**config.mk**
```make
export PLATFORM = sky130hd
export DESIGN_NAME = toptr_ctrl
export DESIGN_NICKNAME = d
export VERILOG_FILES = /design/src/rtl/assert_macros.svh /design/src/rtl/toptr_pkg.sv /design/src/rtl/toptr_ctrl.sv
export SDC_FILE = /design/constraint.sdc
export NUM_CORES = 1
export LEC_CHECK = 0
export BUFFER_PORTS_ARGS = -buffer_cell sky130_fd_sc_hd__buf_4
export CAP_MARGIN = 10
export CELL_PAD_IN_SITES_DETAIL_PLACEMENT = 1
export CELL_PAD_IN_SITES_GLOBAL_PLACEMENT = 1
export CORE_UTILIZATION = 28
export DETAILED_ROUTE_END_ITERATION = 7
export PLACE_DENSITY = 0.8
export SYNTH_ARGS = -nofsm -noshare
export SYNTH_HDL_FRONTEND = slang
export SYNTH_SLANG_ARGS = --single-unit
```
**constraint.sdc**
```tcl
create_clock -name clock -period 1.3 [get_ports clock]
set_input_delay 0.325 -clock clock [delete_from_list [all_inputs] [get_ports clock]]
set_output_delay 0.325 -clock clock [all_outputs]
set_load 0.02 [all_outputs]
```
**src/rtl/assert_macros.svh**
```systemverilog
// Assertion macros shared by the RTL.
`ifndef ASSERT_MACROS_SVH
`define ASSERT_MACROS_SVH
// Implication checked on every clock edge outside reset.
`define ASSERT_IMPL(label, clk, rst, ante, cons, msg) \
   label: assert property (@(posedge clk) disable iff (rst) (ante) |-> (cons)) else $error(msg);
// Next-cycle implication checked outside reset.
`define ASSERT_NEXT(label, clk, rst, ante, cons, msg) \
   label: assert property (@(posedge clk) disable iff (rst) (ante) |=> (cons)) else $error(msg);
`endif

```
**src/rtl/toptr_pkg.sv**
```systemverilog
// Types and constants of the two-opt tour refiner.
`default_nettype none
package toptr_pkg;
   localparam int MAX_CITIES = 32;

   localparam logic [1:0] OP_DIST = 2'd0;
   localparam logic [1:0] OP_TOUR = 2'd1;
   localparam logic [1:0] OP_RUN  = 2'd2;
   localparam logic       CSR_MAX_PASSES  = 1'b0;
   localparam logic       CSR_TOUR_LENGTH = 1'b1;

   // Tour operand slots of one pair.
   localparam logic [1:0] TS_PREV = 2'd0;   // t[i-1]
   localparam logic [1:0] TS_I    = 2'd1;   // t[i]
   localparam logic [1:0] TS_J    = 2'd2;   // t[j]
   localparam logic [1:0] TS_NEXT = 2'd3;   // t[j+1]

   // Distance lookups of one pair.
   localparam logic [1:0] DS_CUR_I = 2'd0;  // d(t[i-1], t[i])
   localparam logic [1:0] DS_CUR_J = 2'd1;  // d(t[j], t[j+1])
   localparam logic [1:0] DS_ALT_I = 2'd2;  // d(t[i-1], t[j])
   localparam logic [1:0] DS_ALT_J = 2'd3;  // d(t[i], t[j+1])

   typedef enum logic [4:0] {
      ST_IDLE, ST_PASS, ST_PAIR, ST_RA, ST_RB, ST_RC, ST_RD, ST_DA, ST_DB, ST_DC,
      ST_DD, ST_DE, ST_CMP, ST_SWA, ST_SWB, ST_SWC, ST_NEXT, ST_OUTA, ST_OUTB
   } state_type;

   // Datapath commands from the controller.
   typedef struct packed {
      logic       init_run;   // clear pass count, set improved
      logic       start_pass; // clear improved, bump pass count, i=1
      logic       start_pair; // not set by the controller nor used by the datapath
      logic [1:0] tour_sel;   // which tour slot to read
      logic       tour_cap;   // capture tour read data into the slot read last cycle
      logic [1:0] dist_sel;   // which distance to read
      logic       dist_cap;   // capture distance into the slot read last cycle
      logic       sw_rd_lo;   // read t[lo] for swap
      logic       sw_rd_hi;   // capture lo, read t[hi]
      logic       start_rev;  // lo=i, hi=j, set improved
      logic       next_j;
      logic       next_i;
      logic       out_init;
      logic       out_rd;
      logic       out_emit;
   } cmd_type;

   typedef struct packed {
      logic pass_go;   // improved and pass_count < max_passes
      logic i_ok;      // i + 2 < len
      logic j_ok;      // j + 1 < len
      logic better;    // alt < cur
      logic rev_more;  // lo < hi
      logic out_more;  // k < len
   } status_type;
endpackage
`default_nettype wire

```
**src/rtl/toptr_ctrl.sv**
```systemverilog
// Controller state machine of the two-opt tour refiner.
`default_nettype none
module toptr_ctrl import toptr_pkg::*; (
   input  wire logic       clock,
   input  wire logic       reset,
   input  wire logic       go,
   input  wire status_type sts,
   output cmd_type         cmd,
   output logic            busy
);
   state_type state_ff, state_in;

   always_ff @(posedge clock) begin
      if (reset) begin
         state_ff <= ST_IDLE;
      end else begin
         state_ff <= state_in;
      end
   end

   always_comb begin
      state_in = state_ff;
      cmd = '0;
      busy = (state_ff != ST_IDLE);
      unique case (state_ff)
         ST_IDLE: begin
            if (go) begin
               cmd.init_run = 1'b1;
               state_in = ST_PASS;
            end
         end
         ST_PASS: begin
            if (sts.pass_go) begin
               cmd.start_pass = 1'b1;
               state_in = ST_PAIR;
            end else begin
               cmd.out_init = 1'b1;
               state_in = ST_OUTA;
            end
         end
         ST_PAIR: begin
            if (!sts.i_ok) begin
               state_in = ST_PASS;
            end else if (!sts.j_ok) begin
               cmd.next_i = 1'b1;
            end else begin
               cmd.tour_sel = TS_PREV;
               state_in = ST_RA;
            end
         end
         // Each read state captures the data addressed in the state before it.
         ST_RA: begin
            cmd.tour_sel = TS_I;
            cmd.tour_cap = 1'b1;
            state_in = ST_RB;
         end
         ST_RB: begin
            cmd.tour_sel = TS_J;
            cmd.tour_cap = 1'b1;
            state_in = ST_RC;
         end
         ST_RC: begin
            cmd.tour_sel = TS_NEXT;
            cmd.tour_cap = 1'b1;
            state_in = ST_RD;
         end
         ST_RD: begin
            cmd.tour_cap = 1'b1;
            state_in = ST_DA;
         end
         ST_DA: begin
            cmd.dist_sel = DS_CUR_I;
            state_in = ST_DB;
         end
         ST_DB: begin
            cmd.dist_sel = DS_CUR_J;
            cmd.dist_cap = 1'b1;
            state_in = ST_DC;
         end
         ST_DC: begin
            cmd.dist_sel = DS_ALT_I;
            cmd.dist_cap = 1'b1;
            state_in = ST_DD;
         end
         ST_DD: begin
            cmd.dist_sel = DS_ALT_J;
            cmd.dist_cap = 1'b1;
            state_in = ST_DE;
         end
         ST_DE: begin
            cmd.dist_cap = 1'b1;
            state_in = ST_CMP;
         end
         ST_CMP: begin
            if (sts.better) begin
               cmd.start_rev = 1'b1;
               state_in = ST_SWA;
            end else begin
               cmd.next_j = 1'b1;
               state_in = ST_PAIR;
            end
         end
         ST_SWA: begin
            if (sts.rev_more) begin
               cmd.sw_rd_lo = 1'b1;
               state_in = ST_SWB;
            end else begin
               cmd.next_j = 1'b1;
               state_in = ST_PAIR;
            end
         end
         ST_SWB: begin
            cmd.sw_rd_hi = 1'b1;
            state_in = ST_SWC;
         end
         // The datapath writes t[lo] here and t[hi] in the next state.
         ST_SWC: begin
            state_in = ST_NEXT;
         end
         ST_NEXT: begin
            state_in = ST_SWA;
         end
         ST_OUTA: begin
            if (sts.out_more) begin
               cmd.out_rd = 1'b1;
               state_in = ST_OUTB;
            end else begin
               state_in = ST_IDLE;
            end
         end
         ST_OUTB: begin
            cmd.out_emit = 1'b1;
            state_in = ST_OUTA;
         end
         default: state_in = ST_IDLE;
      endcase
   end
endmodule
`default_nettype wire

```
==> results of run 1 <==
[synthesized netlist by cell type (2+ instances only)]
cell      instances  area, µm²
nor3_1            5       25.0
o32ai_1           2       17.5
a21o_1            2       15.0
buf_6             2       22.5
buf_2             3       15.0
a211oi_1          2       15.0
or2_1             2       12.5
inv_1             3       11.3
nand2_1           9       33.8
nand2b_1          3       18.8
nor4_1            2       12.5
inv_2             2       7.51
nor2_1           10       37.5
a31oi_1           2       12.5
dfxtp_1           5        100
a21oi_1           4       20.0
and3_1            3       18.8
xnor2_1           2       17.5
nor4b_2           2       30.0
buf_4             3       22.5
nand3_1           4       20.0
[metrics by stage]
step                      TNS (ns)  hold WS [ns]  cells  cell area (µm²)
after detailed placement     -3.67         0.560    162             1130
after floorplan             -0.396         0.394     90              785
after global placement       -2.55         0.548    162             1130
after CTS                    -6.07         0.278    175             1360
[what timing repair did]
item,in CTS
endpoints found under the setup margin,22
gates resized for setup,39
buffers inserted,9
pin swaps,8
[kinds of logic after synthesis]
group | share of synthesized area [%]
buf+inv | 12.4
other cells | 0.590
compound gates | 19.7
simple gates | 47.4
xor+xnor | 4.13
flops | 15.7
==> run summary, run 1 <==
Average size of a mapped cell: 7.06 µm²
Most used flip-flop cell after synthesis: dfxtp_1
Mapped Area: 636 µm²
CTS root buffer: clkbuf_4
Ys Warns: 0
Failing step: global routing
GP Congestion: 0.862
Synth unique cells: 39
Post-DP HPWL: 2.23 mm
FF+latch count, synth: 5
Syn nets: 99
Status: aborted with a tool error
Total CTS buffers: 3
Largest net degree at the start of global routing: 11
Num rows: 16
Number of synthesized flops with an enable pin: 0
Initial antenna violation count: 0
Die W: 49.6 µm
I/O Pins: 27
Initial core utilization: 31.1%
CTS Hold Bufs: 0
Die span in y: 49.6 µm
Seq/Total Area, Yosys: 15.7%
DP Worst Slack: -0.269 ns
I/O Buffers: 25
CTS Sinks: 5
H-tree Lvls: 1
FFs w/ async S/R, synth: 0%
GR repair worst EP: cmd[2]
CTS Buffer Depth: 2
Mapped Cells: 90
Log Error: [ERROR DPL-0033] detailed placement checks failed during check placement.
WEP type: primary output
==> run 2, diff against run 1 <==
- CELL_PAD_IN_SITES_DETAIL_PLACEMENT: 1 -> unset
- CELL_PAD_IN_SITES_GLOBAL_PLACEMENT: 1 -> unset
- CORE_AREA: unset -> 2 2 63 65
- CORE_UTILIZATION: 28 -> unset
- DIE_AREA: unset -> 0 0 65 67
- PLACE_DENSITY: 0.8 -> unset
- PLACE_DENSITY_LB_ADDON: unset -> 0.15
- clock period: 1.3 -> 1.69 ns (I/O delays scaled with it)
==> run summary, run 2 <==
Post-synth top cells: 10 x nor2_1, 9 x nand2_1, 5 x dfxtp_1, 5 x nor3_1
Routed Wire Length: 2.20 mm
I/O Pins: 27
Average size of a mapped cell: 7.06 µm²
Grt total ovfl: 0
Maximum net fanout on the critical path: 7
Largest register FFs: 5
Vias in the first global route: 757
Violated checks: negative setup slack
Critical path data arrival time: 1.30 ns
Post-layout util: 31.3%
Largest regs: state_ff (5)
Cell count after placement: 173
Drt first pass iters: 4
Top post-synthesis cells by area: dfxtp_1 16%, nor2_1 5.9%, nand2_1 5.3%, nor4b_2 4.7%, nor3_1 3.9%
Final Max Tran Viols: 0
CP Capture Type: primary output
Syn nets: 99
Ys Warns: 0
Setup_tns: -0.0570 ns
Final worst slack: -0.0320 ns
Largest area contributor in the netlist: dfxtp_1
NumNets Final: 141
Min Tclk post-route: 1.72 ns
Most frequent cells in the layout: 38 x buf_4, 9 x nor2_1, 7 x nand2_1, 6 x buf_6, 5 x dfxtp_4
Avg WL per Cell: 12.3 µm
H-tree Lvls: 1
Post-DP HPWL: 1.76 mm
Die W: 65 µm
Area Overhead vs Synth: 77.4%
Largest net degree at the start of global routing: 11
Max Cap Viol: 0
Final cell count without fillers: 179
CTS Sinks: 5
I/O Buffers: 25
Hold/Removal Path Class: input port to flop
Worst-skew pair later-pin latency: 0.23 ns
Pwr Density: 1500 nW/µm²
Vias per cell: 4.47
CTS root buffer: clkbuf_8
Num rows: 22
Mapped Cells: 90
FFs w/ async S/R, synth: 0%
Initial antenna violation count: 0
First-pass GRT wire length: 3.53 mm
RSZ-0062 raised after global routing: yes
WP data required: 1.27 ns
Mapped Area: 636 µm²
Top achievable clock speed: 581 MHz
Final hold viol count: 0
Final-report setup violation count: 3
Fraction of layout cells with a size suffix above 1: 56.5%
Peak supply drop: 0.000611 V
Clock-pin slew of the registers on the worst-case setup and hold paths: 0.04 ns
Number of synthesized flops with an enable pin: 0
Most common cell after layout, fill and taps aside: buf_4
Synth top area share: 15.7%
Die span in y: 67 µm
Status: complete, but fails checks
Crit share post-route: 102%
Total CTS buffers: 3
Worst setup SP type: flop
CTS tree: yes
Total power: 0.00170 W
Number of remaining DRC errors: 0
Fillers: 393
Final Skew: 0.00611 ns
Synth unique cells: 39
Most used flip-flop cell after synthesis: dfxtp_1
P_leak: 0.481 nW
Total number of vias: 801
Seq/Total Area, Yosys: 15.7%
Die area: 4360 µm²
GP Congestion: 0.830
Biggest register: state_ff
Initial core utilization: 17.6%
Core Region: 3610 µm²
CTS Buffer Depth: 2
Most common cell in the synthesized netlist: nor2_1
Detail Route Antenna Nets: 0
FF+latch count, synth: 5
Iter 0 DRT Violations: 39
Min Hold Slack: 0.412 ns
Crit Path Category: flop to primary output
Number of diodes: 0
GRT Overall Usage: 11.0%
-- run 2: cell counts after synthesis --
Identical to the previous run, type by type.
-- run 2: final timing paths --
check | startpoint | end | slack, ns | depth (start not counted)
hold reg to reg | state_ff[1]$_SDFFE_PP0P_ | state_ff[1]$_SDFFE_PP0P_ | 0.68 | 2
setup / recovery | state_ff[2]$_SDFFE_PP0P_ | cmd[3] | -0.03 | 3
setup reg to reg | state_ff[4]$_SDFFE_PP0P_ | state_ff[4]$_SDFFE_PP0P_ | 0.25 | 6
hold / removal | reset | state_ff[1]$_SDFFE_PP0P_ | 0.41 | 2
-- run 2: cell type report --
class                      instances  area (µm²)  share of cell area [%]
sequential                         5         119                    10.5
inverter                           5        18.8                    1.66
multi-input combinational         72         528                    46.8
timing repair buffer              45         357                    31.6
clock buffer                       4        45.0                    4.00
tap                               48        60.1                    5.33
-- run 2: cells by family (layout without fill, tap and decap cells) --
| logic type | after synthesis | in the layout | synth area share [%] |
|---|---|---|---|
| flops | 5 | 5 | 15.7 |
| xor+xnor | 3 | 3 | 4.13 |
| simple gates | 50 | 50 | 47.4 |
| compound gates | 18 | 18 | 19.7 |
| buf+inv | 13 | 54 | 12.4 |
| other cells | 1 | 1 | 0.590 |
-- run 2: metrics by stage --
step           setup WS [ns]  area, µm²
2_1_floorplan        0.00842        647
3_3_place_gp          0.0658        970
4_1_cts              -0.0365       1100
5_1_grt              -0.0745       1130
6_report             -0.0320       1130
3_5_place_dp          0.0531        970
-- run 2: what timing repair did --
item,CTS,global route
buffers inserted,2,0
resized for setup,22,9
pin swaps,6,2
endpoints found under the setup margin,17,15
gates cloned,0,0
hold buffers,0,0
-- run 2: report_power, final --
| group | switching, W | leakage [nW] | internal, W |
|---|---|---|---|
| Clock | 0.0000687 | 0.0228 | 0.000163 |
| Sequential | 0.000100 | 0.0445 | 0.000179 |
| Combinational | 0.000612 | 0.414 | 0.000572 |
| Total | 0.000781 | 0.481 | 0.000914 |
-- run 2: critical path, cell delays in order (launching register included) --
cell	delay, ns
dfxtp_4	0.36
or2_4	0.28
nor4b_4	0.24
buf_4	0.19
-- run 2: metal layers --
| metal | wire length (µm) | track usage, % | up-vias |
|---|---|---|---|
| li1 | - | - | 406 |
| met1 | 1020 | 14.2 | 363 |
| met2 | 969 | 15.5 | 25 |
| met3 | 121 | 2.03 | 7 |
| met4 | 80 | 9.31 | 0 |
| met5 | 0 | 0 | - |
No activity file was read; power rests on OpenSTA's default activity.
==> run 3, diff against run 2 <==
- clock period: 1.69 -> 1.6 ns (I/O delays scaled with it)
==> run summary, run 3 (synthesis gave the netlist of run 2 again) <==
Grt met2 use: 21.6%
I/O Buffers: 25
Area Overhead vs Synth: 137%
Drt first pass iters: 4
M3 GR Usage: 3.89%
Grt total ovfl: 0
Die span in y: 67 µm
Max Cap Viol: 0
Buf/Inv on CP: 2
Crit path from: state_ff[3]$_SDFFE_PP0P_
Hold/Removal Path Class: input port to flop
Status: complete, but fails checks
Total power: 0.00249 W
Critical path data arrival time: 1.33 ns
Slowest stage delay, CP: 0.36 ns
Final Max Tran Viols: 0
Die W: 65 µm
Core Region: 3610 µm²
Setup_tns: -0.749 ns
Final-report setup violation count: 12
RSZ-0062 raised after global routing: yes
Most used cell, CP: buf_6
Pwr Density: 1660 nW/µm²
Post-DP HPWL: 1.90 mm
Fillers: 380
CTS root buffer: clkbuf_8
Iter 0 DRT Violations: 22
Initial core utilization: 17.6%
Total CTS buffers: 3
Most frequent cells in the layout: 43 x buf_4, 21 x buf_6, 6 x nor2_4
Reg2reg path depth: 7
Min Tclk post-route: 1.73 ns
Top achievable clock speed: 580 MHz
CP Capture Type: primary output
WP data required: 1.20 ns
CTS Buffer Depth: 2
Reg-to-reg setup timing slack: 0.04 ns
NumNets Final: 163
Peak supply drop: 0.000801 V
First-pass GRT wire length: 4.31 mm
Reg-to-reg endpoint: state_ff[4]$_SDFFE_PP0P_
Largest register FFs: 5
GRT Overall Usage: 13.1%
Maximum net fanout on the critical path: 6
Final worst slack: -0.125 ns
Slowest-stage cell, CP: dfxtp_4
Crit share post-route: 108%
Largest net degree at the start of global routing: 10
Worst-skew pair later-pin latency: 0.22 ns
Fraction of layout cells with a size suffix above 1: 71.9%
Most common cell after layout, fill and taps aside: buf_4
P_leak: 0.651 nW
Worst setup SP type: flop
M1 GR Usage: 17.1%
CTS tree: yes
Detail Route Antenna Nets: 0
CP Capture Point: cmd[2]
Largest regs: state_ff (5)
Routed Wire Length: 2.69 mm
CTS Sinks: 5
Min Hold Slack: 0.392 ns
CTS Hold Bufs: 0
Vias in the first global route: 873
Num rows: 22
Delay-heaviest family, CP: simple AND/OR/NAND/NOR gates
Clock-pin slew of the registers on the worst-case setup and hold paths: 0.04 ns
Final Skew: 0.00168 ns
GP Congestion: 0.806
H-tree Lvls: 1
Vias per cell: 4.61
Reg-to-reg critical path startpoint: state_ff[4]$_SDFFE_PP0P_
Total number of vias: 926
Final hold viol count: 0
DP Worst Slack: -0.0904 ns
Crit Path Category: flop to primary output
Initial antenna violation count: 0
Top Usage Layer GRT: met2
Die area: 4360 µm²
CP Depth: 4
Number of diodes: 0
I/O Pins: 27
Biggest register: state_ff
Cells along the critical path: buf_6, or3_4, nor3_4, buf_6
Avg WL per Cell: 13.4 µm
Violated checks: negative setup slack
Number of remaining DRC errors: 0
==> run 3: cell types whose count changed in the layout (fill, tap and decap cells not counted), sizes merged <==
cell / change
clkbuf: +1
buf: +21
==> run 3: metal layers <==
| metal | share of wire [%] | wire length [µm] |
|---|---|---|
| met1 | 45 | 1210 |
| met2 | 50 | 1340 |
| met3 | 5.5 | 148 |
| met4 | 0 | 0 |
| met5 | 0 | 0 |
==> run 3: worst min path at each step <==
stage | from | end | slack [ns] | depth (start not counted)
after global routing | reset | state_ff[4]$_SDFFE_PP0P_ | 0.40 | 2
final | reset | state_ff[3]$_SDFFE_PP0P_ | 0.39 | 2
after detailed placement | reset | state_ff[3]$_SDFFE_PP0P_ | 0.63 | 2
after CTS | reset | state_ff[3]$_SDFFE_PP0P_ | 0.39 | 2
after floorplan | reset | state_ff[1]$_SDFFE_PP0P_ | 0.47 | 1
after global placement | reset | state_ff[3]$_SDFFE_PP0P_ | 0.64 | 2
==> run 3: timing repair <==
item                       CTS  global route
buffers inserted            10             5
pin swaps                    6             8
resized for setup           36            39
setup endpoints to repair   17            18
hold endpoints to repair     0             0
cloned                       0             1
==> run 3: area by class of cell <==
type	instances	area (µm²)	area share (%)
Clock buffer	4	45.0	2.99
Inverter	5	18.8	1.25
Multi-Input combinational cell	72	648	43.1
Sequential cell	5	119	7.90
Tap cell	48	60.1	3.99
Timing Repair Buffer	67	614	40.8
==> run 3: metrics by stage <==
step	util (%)	cells	cell area, µm²
after floorplan	-	90	661
after global placement	28.9	181	1040
after detailed placement	28.9	181	1040
after CTS	35.4	195	1270
after global routing	41.7	201	1510
final	41.7	201	1510
==> run 3: report_power, final <==
| group | total (W) | internal (W) | leakage (nW) | switching (W) |
|---|---|---|---|---|
| Clock | 0.000230 | 0.000171 | 0.0228 | 0.0000588 |
| Combinational | 0.00195 | 0.00106 | 0.584 | 0.000892 |
| Sequential | 0.000315 | 0.000190 | 0.0445 | 0.000126 |
==> run 4, diff against run 3 <==
--- a/config.mk
+++ b/config.mk
@@ -8,7 +8,7 @@
 export BUFFER_PORTS_ARGS = -buffer_cell sky130_fd_sc_hd__buf_4
 export CAP_MARGIN = 10
-export CORE_AREA = 2 2 63 65
+export CORE_AREA = 5 5 66 68
 export DETAILED_ROUTE_END_ITERATION = 7
-export DIE_AREA = 0 0 65 67
+export DIE_AREA = 0 0 71 73
 export PLACE_DENSITY_LB_ADDON = 0.15
 export SYNTH_ARGS = -nofsm -noshare
==> constraint.sdc (replaced) <==
create_clock -name clock -period 1.6 [get_ports clock]
set_input_delay 0.16 -clock clock [delete_from_list [all_inputs] [get_ports clock]]
set_output_delay 0.16 -clock clock [all_outputs]
set_load 0.02 [all_outputs]
==> run summary, run 4 (synthesis gave the netlist of run 2 again) <==
Status: completed
Slowest stage delay, CP: 0.48 ns
NumNets Final: 133
Most frequent cells in the layout: 37 x buf_4, 10 x nor2_1, 8 x nand2_1, 5 x nor3_1, 5 x dfxtp_2
I/O Pins: 27
Cell count after placement: 168
Worst-skew pair later-pin latency: 0.22 ns
Worst setup SP type: flop
Final cell count without fillers: 173
Iter 0 DRT Violations: 44
Final Max Tran Viols: 0
Reg-to-reg critical path startpoint: state_ff[2]$_SDFFE_PP0P_
Min Tclk post-route: 1.53 ns
Largest regs: state_ff (5)
Die W: 71 µm
Cells along the critical path: nand2_1, nor4b_2, buf_4
CTS Hold Bufs: 0
Slowest-stage cell, CP: dfxtp_2
Detail Route Antenna Nets: 0
Maximum net fanout on the critical path: 12
CTS Sinks: 5
P_leak: 0.425 nW
Drt first pass iters: 4
Die area: 5180 µm²
GRT Overall Usage: 9.28%
Hold path start: reset
Clock-pin slew of the registers on the worst-case setup and hold paths: 0.03 ns
Biggest register: state_ff
Delay-heaviest family, CP: flip-flops
Pwr Density: 1660 nW/µm²
Reg2reg path depth: 4
Dpl cell area: 908 µm²
CTS tree: yes
Final-report setup violation count: 0
Initial antenna violation count: 0
Final hold viol count: 0
Core Region: 3800 µm²
Crit Path Category: flop to primary output
Initial core utilization: 16.7%
CTS root buffer: clkbuf_8
Reg-to-reg setup timing slack: 0.22 ns
Routed Wire Length: 2.31 mm
Vias per cell: 4.41
Grt total ovfl: 0
Largest net degree at the start of global routing: 13
First-pass GRT wire length: 3.77 mm
Crit share post-route: 95.9%
Total power: 0.00162 W
Total number of vias: 763
CP Depth: 3
WP data required: 1.44 ns
Vias in the first global route: 767
Fillers: 448
GP Congestion: 0.809
Number of remaining DRC errors: 0
Max Cap Viol: 0
CP Capture Point: cmd[3]
Top achievable clock speed: 652 MHz
Hold/Removal Path Class: input port to flop
CP Capture Type: primary output
Final Skew: 0.00102 ns
Area Overhead vs Synth: 53.9%
Crit path from: state_ff[1]$_SDFFE_PP0P_
Fraction of layout cells with a size suffix above 1: 44.7%
Setup_tns: 0 ns
Num rows: 23
Total CTS buffers: 3
Avg WL per Cell: 13.3 µm
H-tree Lvls: 1
Critical path data arrival time: 1.37 ns
CTS Buffer Depth: 2
Number of diodes: 0
I/O Buffers: 25
Die span in y: 73 µm
Buf/Inv on CP: 1
Most common cell after layout, fill and taps aside: buf_4
Reg-to-reg endpoint: state_ff[0]$_SDFFE_PP0P_
Largest register FFs: 5
Peak supply drop: 0.000392 V
Final Instance Area: 978 µm²
Post-DP HPWL: 1.89 mm
RSZ-0062 raised after global routing: no
Min Hold Slack: 0.162 ns
[run 4: per-layer routing]
layer | vias to the layer above | GRT usage (%) | share of wire [%]
met5 | - | 0 | 0
met4 | 0 | 4.18 | 1.3
met3 | 6 | 3.58 | 7.7
met2 | 34 | 14.3 | 46
met1 | 334 | 11.4 | 45
li1 | 389 | - | -
[run 4: power breakdown]
part / switching (W) / total [W] / internal [W]
logic: 0.000575 / 0.00108 / 0.000505
clock network: 0.0000601 / 0.000231 / 0.000171
registers: 0.000137 / 0.000313 / 0.000176
[run 4: worst register-to-register path, cell delays in order (launching register included)]
cell and delay (ns):
dfxtp_2 0.39, or2_4 0.30, nor4_1 0.22, a211oi_1 0.12, nor4b_2 0.25
[run 4: what timing repair did]
| action | 4_1_cts | 5_1_grt |
|---|---|---|
| setup buffers | 1 | 0 |
| setup endpoints to repair | 6 | 4 |
| gates cloned | 0 | 0 |
| endpoints found under the hold margin | 0 | 0 |
| pin swaps | 1 | 0 |
| resized for setup | 5 | 3 |
[run 4: stage by stage]
stage | setup slack [ns] | utilization, %
after floorplan | 0.0538 | -
after global placement | 0.110 | 23.9
after detailed placement | 0.0855 | 23.9
after CTS | 0.0357 | 25.5
after global routing | 0.00867 | 25.8
final | 0.0662 | 25.8
[run 4: cell type report]
type / instances / area, µm² / area share [%]
Clock buffer: 4 / 45.0 / 4.60
Sequential cell: 5 / 106 / 10.9
Inverter: 5 / 18.8 / 1.92
Multi-Input combinational cell: 72 / 468 / 47.8
Timing Repair Buffer: 37 / 278 / 28.4
Tap cell: 50 / 62.6 / 6.39
[run 4: worst min-delay path by stage]
stage | slack (ns) | to | cells past startpoint
after global routing | 0.17 | state_ff[1]$_SDFFE_PP0P_ | 2
final | 0.16 | state_ff[1]$_SDFFE_PP0P_ | 2
after global placement | 0.39 | state_ff[1]$_SDFFE_PP0P_ | 2
after floorplan | 0.23 | state_ff[1]$_SDFFE_PP0P_ | 1
after detailed placement | 0.39 | state_ff[1]$_SDFFE_PP0P_ | 2
after CTS | 0.15 | state_ff[1]$_SDFFE_PP0P_ | 2
